===== src/narp_pkg.sv =====
// ----------------------------------------------------------------------------
// narp_pkg
// Shared constants, codes and types of the note arpeggiator core.
// ----------------------------------------------------------------------------
`timescale 1ns / 1ps

package narp_pkg;

   localparam int MAX_NOTES   = 8;
   localparam int SEQ_STEPS   = 8;
   localparam int SLOT_IDX_W  = $clog2(MAX_NOTES);
   localparam int COUNT_W     = $clog2(MAX_NOTES + 1);
   localparam int SEQ_SEL_W   = 3;

   localparam int CMD_W       = 2;
   localparam int NOTE_IN_W   = 7;
   localparam int CLOCK_W     = 32;
   localparam int NOTE_W      = 8;
   localparam int VEL_W       = 7;
   localparam int STEP_W      = 8;
   localparam int OCT_W       = 3;
   localparam int MODE_W      = 3;
   localparam int INTERVAL_W  = 7;
   localparam int PHASE_W     = 7;
   localparam int SPAN_W      = 2;
   localparam int TRANSPOSE_W = 7;
   localparam int OFFSETS_W   = 64;
   localparam int GATES_W     = 8;
   localparam int CSR_INDEX_W = 3;
   localparam int CSR_DATA_W  = 64;

   localparam int REM_W       = INTERVAL_W;
   localparam int DIV_STEPS   = CLOCK_W / 2;
   localparam int DIV_CNT_W   = $clog2(DIV_STEPS);

   localparam logic [NOTE_W-1:0]     EMPTY_SLOT           = 8'hFF;
   localparam logic [NOTE_W-1:0]     SEMITONES_PER_OCTAVE = 8'd12;
   localparam logic [VEL_W-1:0]      VEL_ON               = 7'd127;
   localparam logic [VEL_W-1:0]      VEL_OFF              = 7'd0;
   localparam logic [INTERVAL_W-1:0] STEP_INTERVAL_RESET  = 7'd24;
   localparam logic [GATES_W-1:0]    SEQ_GATES_RESET      = 8'hFF;

   typedef enum logic [CMD_W-1:0] {
      CMD_PRESS   = 2'd0,
      CMD_RELEASE = 2'd1,
      CMD_TICK    = 2'd2,
      CMD_CLEAR   = 2'd3
   } narp_cmd_type;

   typedef enum logic [MODE_W-1:0] {
      MODE_OFF   = 3'd0,
      MODE_UP    = 3'd1,
      MODE_DOWN  = 3'd2,
      MODE_CYCLE = 3'd3,
      MODE_SEQ   = 3'd4,
      MODE_CHORD = 3'd5
   } narp_mode_type;

   typedef enum logic [CSR_INDEX_W-1:0] {
      REG_ARP_MODE      = 3'd0,
      REG_KEY_TRACK     = 3'd1,
      REG_STEP_INTERVAL = 3'd2,
      REG_STEP_PHASE    = 3'd3,
      REG_OCTAVE_SPAN   = 3'd4,
      REG_TRANSPOSE     = 3'd5,
      REG_SEQ_OFFSETS   = 3'd6,
      REG_SEQ_GATES     = 3'd7
   } narp_reg_type;

   typedef struct packed {
      logic              insert;
      logic              remove;
      logic              shift;
      logic [NOTE_W-1:0] key;
   } narp_cell_ctrl_type;

endpackage


===== src/narp_req_if.sv =====
// ----------------------------------------------------------------------------
// narp_req_if
// Input channel: command, note and master tick count with valid/ready.
// ----------------------------------------------------------------------------
`timescale 1ns / 1ps

interface narp_req_if;
   import narp_pkg::*;

   logic                 valid;
   logic                 ready;
   logic [CMD_W-1:0]     cmd;
   logic [NOTE_IN_W-1:0] note;
   logic [CLOCK_W-1:0]   master_clock;

   modport source (output valid, cmd, note, master_clock, input ready);
   modport sink   (input valid, cmd, note, master_clock, output ready);
endinterface


===== src/narp_rsp_if.sv =====
// ----------------------------------------------------------------------------
// narp_rsp_if
// Result channel: note-on/note-off events with valid/ready.
// ----------------------------------------------------------------------------
`timescale 1ns / 1ps

interface narp_rsp_if;
   import narp_pkg::*;

   logic              valid;
   logic              ready;
   logic              event_kind;
   logic [NOTE_W-1:0] note_out;
   logic [VEL_W-1:0]  velocity;
   logic              last;

   modport source (output valid, event_kind, note_out, velocity, last, input ready);
   modport sink   (input valid, event_kind, note_out, velocity, last, output ready);
endinterface


===== src/narp_cell.sv =====
// ----------------------------------------------------------------------------
// narp_cell
// One slot of the sorted held-note list; trades notes with its neighbors.
// ----------------------------------------------------------------------------
`timescale 1ns / 1ps

module narp_cell (
   input  logic                         clock,
   input  logic                         reset,
   input  narp_pkg::narp_cell_ctrl_type ctrl,
   input  logic [narp_pkg::NOTE_W-1:0]  left_note,
   input  logic                         left_gt,
   input  logic                         hit_in,
   input  logic [narp_pkg::NOTE_W-1:0]  right_note,
   output logic [narp_pkg::NOTE_W-1:0]  note,
   output logic                         gt_out,
   output logic                         hit_out
);
   import narp_pkg::*;

   logic [NOTE_W-1:0] note_ff;
   logic [NOTE_W-1:0] note_in;

   assign gt_out  = note_ff > ctrl.key;
   assign hit_out = hit_in | (note_ff == ctrl.key);
   assign note    = note_ff;

   always_comb begin
      note_in = note_ff;
      if (ctrl.insert && gt_out) begin
         note_in = left_gt ? left_note : ctrl.key;
      end else if (ctrl.remove && hit_out) begin
         note_in = right_note;
      end else if (ctrl.shift) begin
         note_in = right_note;
      end
   end

   always_ff @(posedge clock) begin
      if (reset) begin
         note_ff <= EMPTY_SLOT;
      end else begin
         note_ff <= note_in;
      end
   end
endmodule


===== src/narp_rem_unit.sv =====
// ----------------------------------------------------------------------------
// narp_rem_unit
// Remainder of the 32-bit tick count by the step interval, two bits a cycle.
// ----------------------------------------------------------------------------
`timescale 1ns / 1ps

module narp_rem_unit (
   input  logic                            clock,
   input  logic                            reset,
   input  logic                            start,
   input  logic [narp_pkg::CLOCK_W-1:0]    dividend,
   input  logic [narp_pkg::INTERVAL_W-1:0] divisor,
   output logic [narp_pkg::REM_W-1:0]      rem,
   output logic                            done
);
   import narp_pkg::*;

   logic                 busy_ff;
   logic                 done_ff;
   logic [DIV_CNT_W-1:0] cnt_ff;
   logic [CLOCK_W-1:0]   quo_ff;
   logic [REM_W-1:0]     rem_ff;

   logic [REM_W:0]       div_ext;
   logic [REM_W:0]       part1;
   logic [REM_W:0]       red1;
   logic [REM_W:0]       part2;
   logic [REM_W:0]       red2;

   assign div_ext = {1'b0, divisor};
   assign part1   = {rem_ff, quo_ff[CLOCK_W-1]};
   assign red1    = (part1 >= div_ext) ? part1 - div_ext : part1;
   assign part2   = {red1[REM_W-1:0], quo_ff[CLOCK_W-2]};
   assign red2    = (part2 >= div_ext) ? part2 - div_ext : part2;

   assign rem  = rem_ff;
   assign done = done_ff;

   always_ff @(posedge clock) begin
      if (reset) begin
         busy_ff <= 1'b0;
         done_ff <= 1'b0;
         cnt_ff  <= '0;
      end else begin
         done_ff <= 1'b0;
         if (start) begin
            busy_ff <= 1'b1;
            cnt_ff  <= '0;
         end else if (busy_ff) begin
            cnt_ff <= cnt_ff + 1'b1;
            if (cnt_ff == DIV_CNT_W'(DIV_STEPS - 1)) begin
               busy_ff <= 1'b0;
               done_ff <= 1'b1;
            end
         end
      end
   end

   always_ff @(posedge clock) begin
      if (start) begin
         quo_ff <= dividend;
         rem_ff <= '0;
      end else if (busy_ff) begin
         quo_ff <= {quo_ff[CLOCK_W-3:0], 2'b00};
         rem_ff <= red2[REM_W-1:0];
      end
   end
endmodule


===== src/note_arpeggiator_core.sv =====
// ----------------------------------------------------------------------------
// note_arpeggiator_core
// Arpeggiator over a sorted list of up to eight held notes. The core works on
// one item at a time and takes the next one only after the last result of the
// current item sits in the output register. A clear puts out one note-off per
// held note. A tick does nothing while the arpeggiator is idle. Otherwise,
// with a nonzero step interval it waits on the remainder unit that retires
// two bits of the 32-bit tick count per cycle; with a zero interval it checks
// the tick count against the phase directly. A stalled output holds back the
// item whose result waits on it. The held notes live in a row of cells that
// shift among neighbors for insert, remove and clear.
// ----------------------------------------------------------------------------
`timescale 1ns / 1ps

module note_arpeggiator_core (
   input  logic                             clock,
   input  logic                             reset,
   narp_req_if.sink                         req_bus,
   narp_rsp_if.source                       rsp_bus,
   input  logic                             csr_wr_en,
   input  logic [narp_pkg::CSR_INDEX_W-1:0] csr_index,
   input  logic [narp_pkg::CSR_DATA_W-1:0]  csr_wdata
);
   import narp_pkg::*;

   typedef enum logic [12:0] {
      ST_IDLE   = 13'b0_0000_0000_0001,
      ST_PRESS  = 13'b0_0000_0000_0010,
      ST_BASE   = 13'b0_0000_0000_0100,
      ST_REL    = 13'b0_0000_0000_1000,
      ST_RELFIX = 13'b0_0000_0001_0000,
      ST_RELOUT = 13'b0_0000_0010_0000,
      ST_TICK   = 13'b0_0000_0100_0000,
      ST_DIV    = 13'b0_0000_1000_0000,
      ST_TRIG   = 13'b0_0001_0000_0000,
      ST_PLAY   = 13'b0_0010_0000_0000,
      ST_OFF    = 13'b0_0100_0000_0000,
      ST_ON     = 13'b0_1000_0000_0000,
      ST_CLR    = 13'b1_0000_0000_0000
   } narp_state_type;

   // configuration
   logic [MODE_W-1:0]      arp_mode_ff, arp_mode_in;
   logic                   key_track_ff, key_track_in;
   logic [INTERVAL_W-1:0]  step_interval_ff, step_interval_in;
   logic [PHASE_W-1:0]     step_phase_ff, step_phase_in;
   logic [SPAN_W-1:0]      octave_span_ff, octave_span_in;
   logic [TRANSPOSE_W-1:0] transpose_ff, transpose_in;
   logic [OFFSETS_W-1:0]   seq_offsets_ff, seq_offsets_in;
   logic [GATES_W-1:0]     seq_gates_ff, seq_gates_in;

   // control state
   narp_state_type         state_ff, state_in;
   logic [COUNT_W-1:0]     count_ff, count_in;
   logic [STEP_W-1:0]      step_ff, step_in;
   logic [OCT_W-1:0]       octave_ff, octave_in;
   logic                   down_ff, down_in;
   logic [NOTE_W-1:0]      playing_ff, playing_in;
   logic [NOTE_W-1:0]      base_ff, base_in;
   logic                   prev_trig_ff, prev_trig_in;
   logic                   trig_ff, trig_in;
   logic                   gate_ff, gate_in;
   logic                   rsp_valid_ff, rsp_valid_in;

   // payload
   logic [NOTE_IN_W-1:0]   note_item_ff, note_item_in;
   logic [CLOCK_W-1:0]     clock_item_ff, clock_item_in;
   logic [NOTE_W-1:0]      next_note_ff, next_note_in;
   logic                   rsp_kind_ff, rsp_kind_in;
   logic [NOTE_W-1:0]      rsp_note_ff, rsp_note_in;
   logic                   rsp_last_ff, rsp_last_in;

   // cell row
   narp_cell_ctrl_type     cell_ctrl;
   logic [NOTE_W-1:0]      cell_note [MAX_NOTES];
   logic [MAX_NOTES-1:0]   cell_gt;
   logic [MAX_NOTES-1:0]   cell_hit;

   // remainder unit
   logic                   div_start;
   logic [REM_W-1:0]       div_rem;
   logic                   div_done;

   // datapath helpers
   logic                   can_load;
   logic [STEP_W:0]        count_ext;
   logic                   step_lt_top;
   logic [STEP_W-1:0]      top_step;
   logic [STEP_W-1:0]      cyc_step;
   logic                   cyc_lt_top;
   logic [SEQ_SEL_W-1:0]   seq_sel;
   logic [NOTE_W-1:0]      seq_note;
   logic [NOTE_W-1:0]      slot_note;
   logic [OCT_W-1:0]       oct_clamp;
   logic [NOTE_W-1:0]      oct_semis;
   logic [NOTE_W-1:0]      clamp_semis;
   logic [NOTE_W-1:0]      trans_ext;
   logic [NOTE_W-1:0]      chord_note;

   for (genvar i = 0; i < MAX_NOTES; i++) begin : g_cell
      logic [NOTE_W-1:0] left_note;
      logic [NOTE_W-1:0] right_note;
      logic              left_gt;
      logic              hit_in;

      if (i == 0) begin : g_head
         assign left_note = EMPTY_SLOT;
         assign left_gt   = 1'b0;
         assign hit_in    = 1'b0;
      end else begin : g_body
         assign left_note = cell_note[i-1];
         assign left_gt   = cell_gt[i-1];
         assign hit_in    = cell_hit[i-1];
      end

      if (i == MAX_NOTES - 1) begin : g_tail
         assign right_note = EMPTY_SLOT;
      end else begin : g_link
         assign right_note = cell_note[i+1];
      end

      narp_cell u_cell (
         .clock      (clock),
         .reset      (reset),
         .ctrl       (cell_ctrl),
         .left_note  (left_note),
         .left_gt    (left_gt),
         .hit_in     (hit_in),
         .right_note (right_note),
         .note       (cell_note[i]),
         .gt_out     (cell_gt[i]),
         .hit_out    (cell_hit[i])
      );
   end

   narp_rem_unit u_rem (
      .clock    (clock),
      .reset    (reset),
      .start    (div_start),
      .dividend (clock_item_ff),
      .divisor  (step_interval_ff),
      .rem      (div_rem),
      .done     (div_done)
   );

   assign req_bus.ready      = (state_ff == ST_IDLE);
   assign rsp_bus.valid      = rsp_valid_ff;
   assign rsp_bus.event_kind = rsp_kind_ff;
   assign rsp_bus.note_out   = rsp_note_ff;
   assign rsp_bus.velocity   = rsp_kind_ff ? VEL_ON : VEL_OFF;
   assign rsp_bus.last       = rsp_last_ff;

   assign can_load = !rsp_valid_ff || rsp_bus.ready;

   // step arithmetic against the top of the list (count - 1, may be -1)
   assign count_ext   = (STEP_W + 1)'(count_ff);
   assign step_lt_top = ({1'b0, step_ff} + 1'b1) < count_ext;
   assign top_step    = STEP_W'(count_ff) - 1'b1;
   assign cyc_step    = (!down_ff && step_lt_top) ? step_ff + 1'b1 :
                        (down_ff && step_ff != '0) ? step_ff - 1'b1 : step_ff;
   assign cyc_lt_top  = ({1'b0, cyc_step} + 1'b1) < count_ext;

   assign seq_sel     = step_ff[SEQ_SEL_W-1:0];
   assign seq_note    = base_ff + seq_offsets_ff[seq_sel * NOTE_W +: NOTE_W];
   assign slot_note   = (step_ff < STEP_W'(MAX_NOTES)) ?
                        cell_note[step_ff[SLOT_IDX_W-1:0]] : EMPTY_SLOT;
   assign oct_clamp   = (octave_ff > OCT_W'(octave_span_ff)) ? '0 : octave_ff;
   assign oct_semis   = NOTE_W'(octave_ff) * SEMITONES_PER_OCTAVE;
   assign clamp_semis = NOTE_W'(oct_clamp) * SEMITONES_PER_OCTAVE;
   assign trans_ext   = {transpose_ff[TRANSPOSE_W-1], transpose_ff};
   assign chord_note  = slot_note + clamp_semis + trans_ext;

   always_comb begin
      arp_mode_in      = arp_mode_ff;
      key_track_in     = key_track_ff;
      step_interval_in = step_interval_ff;
      step_phase_in    = step_phase_ff;
      octave_span_in   = octave_span_ff;
      transpose_in     = transpose_ff;
      seq_offsets_in   = seq_offsets_ff;
      seq_gates_in     = seq_gates_ff;
      if (csr_wr_en) begin
         case (csr_index)
            REG_ARP_MODE:      arp_mode_in      = csr_wdata[MODE_W-1:0];
            REG_KEY_TRACK:     key_track_in     = csr_wdata[0];
            REG_STEP_INTERVAL: step_interval_in = csr_wdata[INTERVAL_W-1:0];
            REG_STEP_PHASE:    step_phase_in    = csr_wdata[PHASE_W-1:0];
            REG_OCTAVE_SPAN:   octave_span_in   = csr_wdata[SPAN_W-1:0];
            REG_TRANSPOSE:     transpose_in     = csr_wdata[TRANSPOSE_W-1:0];
            REG_SEQ_OFFSETS:   seq_offsets_in   = csr_wdata[OFFSETS_W-1:0];
            REG_SEQ_GATES:     seq_gates_in     = csr_wdata[GATES_W-1:0];
            default: ;
         endcase
      end
   end

   always_comb begin
      state_in      = state_ff;
      count_in      = count_ff;
      step_in       = step_ff;
      octave_in     = octave_ff;
      down_in       = down_ff;
      playing_in    = playing_ff;
      base_in       = base_ff;
      prev_trig_in  = prev_trig_ff;
      trig_in       = trig_ff;
      gate_in       = gate_ff;
      note_item_in  = note_item_ff;
      clock_item_in = clock_item_ff;
      next_note_in  = next_note_ff;
      rsp_valid_in  = rsp_valid_ff && !rsp_bus.ready;
      rsp_kind_in   = rsp_kind_ff;
      rsp_note_in   = rsp_note_ff;
      rsp_last_in   = rsp_last_ff;
      cell_ctrl     = '0;
      cell_ctrl.key = NOTE_W'(note_item_ff);
      div_start     = 1'b0;

      case (state_ff)
         ST_IDLE: begin
            if (req_bus.valid) begin
               note_item_in  = req_bus.note;
               clock_item_in = req_bus.master_clock;
               case (req_bus.cmd)
                  CMD_PRESS:   state_in = ST_PRESS;
                  CMD_RELEASE: state_in = ST_REL;
                  CMD_TICK:    state_in = ST_TICK;
                  default:     state_in = ST_CLR;
               endcase
            end
         end

         ST_PRESS: begin
            if (count_ff < COUNT_W'(MAX_NOTES)) begin
               cell_ctrl.insert = 1'b1;
               count_in         = count_ff + 1'b1;
               state_in         = ST_BASE;
            end else begin
               state_in = ST_IDLE;
            end
         end

         ST_BASE: begin
            base_in  = cell_note[0];
            state_in = ST_IDLE;
         end

         ST_REL: begin
            cell_ctrl.remove = 1'b1;
            if (cell_hit[MAX_NOTES-1]) begin
               count_in = count_ff - 1'b1;
            end
            state_in = ST_RELFIX;
         end

         ST_RELFIX: begin
            if (!key_track_ff) begin
               if (count_ff != '0) begin
                  if (step_ff >= STEP_W'(count_ff)) begin
                     step_in = top_step;
                  end
               end else if (arp_mode_ff == MODE_SEQ) begin
                  step_in = STEP_W'(SEQ_STEPS - 1);
               end else begin
                  step_in = '0;
               end
            end
            if (arp_mode_ff != MODE_OFF && !key_track_ff) begin
               state_in = ST_RELOUT;
            end else begin
               state_in = ST_IDLE;
            end
         end

         ST_RELOUT: begin
            if (can_load) begin
               rsp_valid_in = 1'b1;
               rsp_kind_in  = 1'b0;
               rsp_note_in  = NOTE_W'(note_item_ff) + oct_semis;
               rsp_last_in  = 1'b1;
               state_in     = ST_IDLE;
            end
         end

         ST_TICK: begin
            if (arp_mode_ff == MODE_OFF || (count_ff == '0 && !key_track_ff)) begin
               state_in = ST_IDLE;
            end else if (step_interval_ff == '0) begin
               trig_in  = (clock_item_ff == CLOCK_W'(step_phase_ff));
               state_in = ST_TRIG;
            end else begin
               div_start = 1'b1;
               state_in  = ST_DIV;
            end
         end

         ST_DIV: begin
            if (div_done) begin
               trig_in  = (div_rem == step_phase_ff);
               state_in = ST_TRIG;
            end
         end

         ST_TRIG: begin
            prev_trig_in = trig_ff;
            if (trig_ff && !prev_trig_ff) begin
               case (arp_mode_ff)
                  MODE_UP: begin
                     if (step_lt_top) begin
                        step_in = step_ff + 1'b1;
                     end else begin
                        step_in   = '0;
                        octave_in = octave_ff + 1'b1;
                     end
                  end
                  MODE_DOWN: begin
                     if (step_ff != '0) begin
                        step_in = step_ff - 1'b1;
                     end else begin
                        step_in   = top_step;
                        octave_in = octave_ff + 1'b1;
                     end
                  end
                  MODE_CYCLE: begin
                     step_in = cyc_step;
                     if (cyc_step == '0) begin
                        down_in = 1'b0;
                     end else if (!cyc_lt_top) begin
                        down_in = 1'b1;
                     end
                  end
                  MODE_SEQ: begin
                     if (step_ff < STEP_W'(SEQ_STEPS - 1)) begin
                        step_in = step_ff + 1'b1;
                     end else begin
                        step_in = '0;
                     end
                  end
                  default: ;
               endcase
               state_in = ST_PLAY;
            end else begin
               state_in = ST_IDLE;
            end
         end

         ST_PLAY: begin
            if (arp_mode_ff == MODE_SEQ) begin
               next_note_in = seq_note;
               gate_in      = seq_gates_ff[seq_sel];
            end else begin
               octave_in    = oct_clamp;
               next_note_in = chord_note;
               gate_in      = 1'b1;
            end
            state_in = ST_OFF;
         end

         ST_OFF: begin
            if (can_load) begin
               rsp_valid_in = 1'b1;
               rsp_kind_in  = 1'b0;
               rsp_note_in  = playing_ff;
               rsp_last_in  = !gate_ff;
               playing_in   = next_note_ff;
               state_in     = gate_ff ? ST_ON : ST_IDLE;
            end
         end

         ST_ON: begin
            if (can_load) begin
               rsp_valid_in = 1'b1;
               rsp_kind_in  = 1'b1;
               rsp_note_in  = playing_ff;
               rsp_last_in  = 1'b1;
               state_in     = ST_IDLE;
            end
         end

         ST_CLR: begin
            if (count_ff == '0) begin
               step_in    = (arp_mode_ff == MODE_SEQ) ? STEP_W'(SEQ_STEPS - 1) : '0;
               playing_in = '0;
               state_in   = ST_IDLE;
            end else if (can_load) begin
               rsp_valid_in    = 1'b1;
               rsp_kind_in     = 1'b0;
               rsp_note_in     = cell_note[0] + oct_semis;
               rsp_last_in     = (count_ff == COUNT_W'(1));
               cell_ctrl.shift = 1'b1;
               count_in        = count_ff - 1'b1;
            end
         end

         default: begin
            state_in = ST_IDLE;
         end
      endcase
   end

   always_ff @(posedge clock) begin
      if (reset) begin
         arp_mode_ff      <= MODE_OFF;
         key_track_ff     <= 1'b0;
         step_interval_ff <= STEP_INTERVAL_RESET;
         step_phase_ff    <= '0;
         octave_span_ff   <= '0;
         transpose_ff     <= '0;
         seq_offsets_ff   <= '0;
         seq_gates_ff     <= SEQ_GATES_RESET;
         state_ff         <= ST_IDLE;
         count_ff         <= '0;
         step_ff          <= '0;
         octave_ff        <= '0;
         down_ff          <= 1'b0;
         playing_ff       <= '0;
         base_ff          <= '0;
         prev_trig_ff     <= 1'b0;
         trig_ff          <= 1'b0;
         gate_ff          <= 1'b0;
         rsp_valid_ff     <= 1'b0;
      end else begin
         arp_mode_ff      <= arp_mode_in;
         key_track_ff     <= key_track_in;
         step_interval_ff <= step_interval_in;
         step_phase_ff    <= step_phase_in;
         octave_span_ff   <= octave_span_in;
         transpose_ff     <= transpose_in;
         seq_offsets_ff   <= seq_offsets_in;
         seq_gates_ff     <= seq_gates_in;
         state_ff         <= state_in;
         count_ff         <= count_in;
         step_ff          <= step_in;
         octave_ff        <= octave_in;
         down_ff          <= down_in;
         playing_ff       <= playing_in;
         base_ff          <= base_in;
         prev_trig_ff     <= prev_trig_in;
         trig_ff          <= trig_in;
         gate_ff          <= gate_in;
         rsp_valid_ff     <= rsp_valid_in;
      end
   end

   always_ff @(posedge clock) begin
      note_item_ff  <= note_item_in;
      clock_item_ff <= clock_item_in;
      next_note_ff  <= next_note_in;
      rsp_kind_ff   <= rsp_kind_in;
      rsp_note_ff   <= rsp_note_in;
      rsp_last_ff   <= rsp_last_in;
   end
endmodule


===== src/flat_wrapper.sv =====
// flat-port wrapper written by rule: the top's interface ports become plain ports
module note_arpeggiator_core_flat import narp_pkg::*;
  (clock, reset, csr_wr_en, csr_index, csr_wdata, req_bus_valid, req_bus_cmd, req_bus_note, req_bus_master_clock, req_bus_ready, rsp_bus_valid, rsp_bus_event_kind, rsp_bus_note_out, rsp_bus_velocity, rsp_bus_last, rsp_bus_ready);
  narp_req_if req_bus_i ();
  narp_rsp_if rsp_bus_i ();
  input  logic clock;
  input  logic reset;
  input  logic csr_wr_en;
  input  logic [narp_pkg::CSR_INDEX_W-1:0] csr_index;
  input  logic [narp_pkg::CSR_DATA_W-1:0] csr_wdata;
  input wire logic [$bits(req_bus_i.valid)-1:0] req_bus_valid;
  input wire logic [$bits(req_bus_i.cmd)-1:0] req_bus_cmd;
  input wire logic [$bits(req_bus_i.note)-1:0] req_bus_note;
  input wire logic [$bits(req_bus_i.master_clock)-1:0] req_bus_master_clock;
  output wire logic [$bits(req_bus_i.ready)-1:0] req_bus_ready;
  output wire logic [$bits(rsp_bus_i.valid)-1:0] rsp_bus_valid;
  output wire logic [$bits(rsp_bus_i.event_kind)-1:0] rsp_bus_event_kind;
  output wire logic [$bits(rsp_bus_i.note_out)-1:0] rsp_bus_note_out;
  output wire logic [$bits(rsp_bus_i.velocity)-1:0] rsp_bus_velocity;
  output wire logic [$bits(rsp_bus_i.last)-1:0] rsp_bus_last;
  input wire logic [$bits(rsp_bus_i.ready)-1:0] rsp_bus_ready;
  assign req_bus_i.valid = req_bus_valid;
  assign req_bus_i.cmd = req_bus_cmd;
  assign req_bus_i.note = req_bus_note;
  assign req_bus_i.master_clock = req_bus_master_clock;
  assign req_bus_ready = req_bus_i.ready;
  assign rsp_bus_valid = rsp_bus_i.valid;
  assign rsp_bus_event_kind = rsp_bus_i.event_kind;
  assign rsp_bus_note_out = rsp_bus_i.note_out;
  assign rsp_bus_velocity = rsp_bus_i.velocity;
  assign rsp_bus_last = rsp_bus_i.last;
  assign rsp_bus_i.ready = rsp_bus_ready;
  note_arpeggiator_core u_core (.clock(clock), .reset(reset), .req_bus(req_bus_i), .rsp_bus(rsp_bus_i), .csr_wr_en(csr_wr_en), .csr_index(csr_index), .csr_wdata(csr_wdata));
endmodule

===== config.mk =====
export PLATFORM = sky130hd
export DESIGN_NAME = note_arpeggiator_core_flat
export DESIGN_NICKNAME = d
export VERILOG_FILES = /design/src/narp_pkg.sv /design/src/narp_req_if.sv /design/src/narp_rsp_if.sv /design/src/narp_cell.sv /design/src/narp_rem_unit.sv /design/src/note_arpeggiator_core.sv /design/src/flat_wrapper.sv
export SDC_FILE = /design/constraint.sdc
export NUM_CORES = 1
export LEC_CHECK = 0
export ABC_AREA = 1
export BUFFER_PORTS_ARGS = -buffer_cell sky130_fd_sc_hd__buf_2
export CORE_MARGIN = 2
export CORE_UTILIZATION = 60
export DETAILED_ROUTE_END_ITERATION = 8
export PLACE_DENSITY = 0.82
export REMOVE_ABC_BUFFERS = 1
export SLEW_MARGIN = 20
export SYNTH_ARGS = -nofsm -noshare
export SYNTH_HDL_FRONTEND = slang
export SYNTH_SLANG_ARGS = --single-unit

===== constraint.sdc =====
create_clock -name clock -period 8.1 [get_ports clock]
set_input_delay 0 -clock clock [delete_from_list [all_inputs] [get_ports clock]]
set_output_delay 0 -clock clock [all_outputs]
set_load 0.05 [all_outputs]

==> results.py <==
metrics = {
    "power": {
        "peakVddDrop_uv": 241,
        "leakage_nw": 10.1,
        "switching_share_pct": 37.6,
        "seq_power_share_pct": 35.6,
        "power_frac_comb_pct": 32.8,
        "p_per_area_nw_per_um2": 254,
        "switchingPower_w": 0.00210,
        "p_int_w": 0.00347,
        "pwr-share-clk_pct": 31.6,
    },
    "setup_path": {
        "rrSetupSlack_ps": 3770,
        "r2r-end": "u_core.u_rem.rem[1]",
        "endpoint": "u_core.u_rem.rem[1]",
        "path_max_fanout": 13,
        "arrival_ps": 4790,
        "end_kind": "register",
        "criticalPathCategory": "reg -> reg",
        "critPathLaunchType": "register",
        "worstReg2RegStart": "u_core.u_rem.quo_ff[31]",
        "reg2reg_depth": 21,
        "cp-startpoint": "u_core.u_rem.quo_ff[31]",
        "cp.required_ps": 8570,
    },
    "timing": {
        "period_share_pct": 53.4,
        "hold_viol": 0,
        "period_needed_ps": 4330,
        "tns_ps": 0,
        "max_freq_mhz": 231,
        "drv_slew": 0,
        "skew_ps": 26.5,
        "fin_ws_ps": 3770,
        "tightest_slew_ps": 1010,
        "relSlewSlack_pct": 32.9,
        "setup_viol": 0,
        "rsz0062_at_grt": "false",
        "whs_ps": 123,
    },
    "grt": {
        "grt_use_met1_pct": 50.8,
        "grt.overflow.total": 0,
        "grt_util_met3_pct": 7.17,
        "antenna_found_initial": 4,
        "grt_first_pass_wirelength_mm": 97.1,
        "grtUsageTotal_pct": 37.0,
        "top_usage_layer": "met2",
        "met2_usage_pct": 58.1,
        "grt_max_degree": 109,
        "grt_pass1_vias": 18303,
    },
    "status": {
        "outcome": "finished, final reports clean",
    },
    "placement": {
        "place_area_um2": 19500,
        "hpwl_mm": 39.9,
        "gp_congestion": 0.958,
        "io_buffers": 131,
        "pre_cts_ws_ps": 3910,
    },
    "floorplan": {
        "rows": 64,
        "die_width_um": 180,
        "boundaryPins": 132,
        "die_h_um": 180,
        "dieArea_um2": 32500,
        "initial_utilization_pct": 60.9,
        "core_um2": 30600,
    },
    "clocking": {
        "clk_pin_slew_ps": 60,
        "cts.sinks": 314,
        "root_buffer": "clkbuf_16",
        "cts_buffers": 35,
        "h-tree-depth": 2,
        "insertion_delay_ps": 540,
        "postCtsSetupBuffers": 0,
        "post_cts_resized": 0,
        "clockBufferDepth": 3,
        "cts_tree": "built",
    },
    "drt": {
        "drc": 0,
        "via_per_inst": 6.20,
        "wl_per_cell_um": 19.8,
        "drtIter0Drc": 2279,
        "vias": 19424,
        "firstDrtPassIters": 6,
        "drt_wl_total_mm": 62.1,
        "postRouteAntennaNets": 0,
    },
    "hold_path": {
        "hold_depth": 5,
        "hold_path.class": "in -> reg",
    },
    "finish": {
        "layout.nets": 2952,
        "final_common_cell": "nand2_1",
        "finalInstanceArea_um2": 21900,
        "drive_gt1_share_pct": 9.65,
        "syn2layout_area_growth_pct": 17.5,
        "layout_common_cells": "nand2_1, o21ai_0, nor2_1, inv_1, dfxtp_1",
    },
    "job": {
        "max_cap_viol_count": 0,
    },
    "synthesis": {
        "synth-seq-cells": 314,
        "yosysSeqAreaShare_pct": 38.5,
        "syn_area_um2": 18600,
        "ys_types": 60,
        "ys_warn_count": 0,
        "postSynthCellCount": 2516,
        "avgSynthCellArea_um2": 7.41,
    },
}
==> what timing repair did <==
action	4_1_cts	5_1_grt
setup endpoints to repair	0	0
hold buffers	113	0
endpoints found under the hold margin	143	0
==> kinds of logic (layout without fill, tap and decap cells) <==
logic type      after synthesis  count (layout)  synth area share, %
simple gates                972             972                 22.1
compound gates              675             675                 20.2
buf+inv                     391             610                 8.27
flops                       314             314                 38.5
fa+ha+maj                   130             130                 9.25
xor+xnor                     33              33                 1.55
other cells                   1               5               0.0201
==> worst min path at each step <==
stage | from | endpoint | slack, ps
2_1_floorplan | reset | u_core.key_track_ff | 70
3_3_place_gp | req_bus_master_clock[19] | u_core.clock_item_ff[19] | 180
3_5_place_dp | req_bus_master_clock[21] | u_core.clock_item_ff[21] | 180
4_1_cts | csr_wr_en | u_core.octave_span_ff[1] | 110
5_1_grt | csr_wr_en | u_core.octave_span_ff[1] | 170
6_report | csr_wr_en | u_core.octave_span_ff[1] | 120
==> layout make-up <==
type | instances | area, um2
inverters | 288 | 1090
multi-input cells | 1812 | 9960
repair buffers | 258 | 1900
clock inverters | 13 | 210
clock buffers | 51 | 1070
diodes | 3 | 7.51
fillers | 2397 | 8690
flip-flops and latches | 314 | 7180
well taps | 396 | 495
==> cell usage after synthesis, drive strengths merged <==
cell / instances / area share (%)
o31ai: 2 / 0.081
nand2: 434 / 8.8
nor2: 345 / 7.6
a211oi: 16 / 0.67
xor2: 24 / 1.1
edfxtp: 89 / 14
a2111oi: 2 / 0.094
clkbuf: 80 / 1.6
o2111ai: 4 / 0.19
o211ai: 65 / 2.7
a31oi: 16 / 0.62
o21bai: 3 / 0.12
inv: 283 / 5.7
nor3: 23 / 0.62
a221oi: 1 / 0.047
clkinv: 5 / 0.10
and3: 1 / 0.034
buf: 23 / 0.83
conb: 1 / 0.020
o311ai: 1 / 0.047
nor4: 16 / 0.65
and2: 1 / 0.034
ha: 117 / 7.9
or2: 4 / 0.13
a22o: 1 / 0.047
o21ai: 347 / 9.3
a41oi: 1 / 0.047
a21oi: 182 / 4.9
o221ai: 8 / 0.38
a22oi: 2 / 0.081
a21boi: 1 / 0.040
xnor2: 9 / 0.42
o22ai: 13 / 0.44
fa: 13 / 1.4
nand3: 119 / 3.2
o21a: 6 / 0.24
dfxtp: 225 / 24
a311oi: 2 / 0.094
nand4: 25 / 0.84
nand3b: 1 / 0.040
a21o: 2 / 0.081
nor3b: 3 / 0.12
==> per-layer routing <==
metal / up-vias / part of all wire, %
li1: 8910 / -
met1: 8999 / 40
met2: 1309 / 44
met3: 204 / 11
met4: 2 / 3.8
met5: - / 0.021
==> critical path, cell delays in order, from the launching register on <==
cell and delay [ps]:
edfxtp_1 390, inv_1 70, ha_1 140, inv_1 60
fa_1 410, a31oi_1 210, inv_1 80, nand2_1 60
o311ai_1 90, buf_4 200, o21ai_0 370, fa_1 320
nor2_1 70, a211oi_1 320, nor2_1 80, nor2_1 90
o21ai_0 140, a211oi_2 520, nand2_1 310, nand2_1 140
nand3_1 80, o21ai_0 100
==> state kept, by name, indices dropped and copies added (netlist names), 8 cells and up <==
| register | flops |
|---|---|
| u_core.clock_item_ff | 32 |
| u_core.seq_offsets_ff | 64 |
| u_core.u_rem.quo_ff | 32 |
| u_core.state_ff | 13 |
| u_core.rsp_bus.note_out | 8 |
| u_core.base_ff | 8 |
| u_core.next_note_ff | 8 |
| u_core.step_ff | 8 |
| u_core.playing_ff | 8 |
| u_core.seq_gates_ff | 8 |
| u_core.g_cell.u_cell.note | 64 |
==> through the flow <==
stage / util (%) / cells / total power, W
after floorplan: - / 2414 / 0.00318
after detailed placement: 63.7 / 2954 / 0.00371
after global routing: 71.6 / 3135 / 0.00583
after global placement: 63.7 / 2954 / 0.00366
after CTS: 71.5 / 3131 / 0.00548
final: 71.6 / 3135 / 0.00557
==> power by group through the flow <==
stage	Sequential, W	Clock (W)	Combinational [W]
floorplan	0.00201	0	0.00117
global placement	0.00199	0	0.00167
detailed placement	0.00199	0	0.00172
CTS	0.00196	0.00175	0.00178
global route	0.00199	0.00182	0.00202
finish	0.00198	0.00176	0.00183
Note: power is estimated with default switching activity, not from simulation.
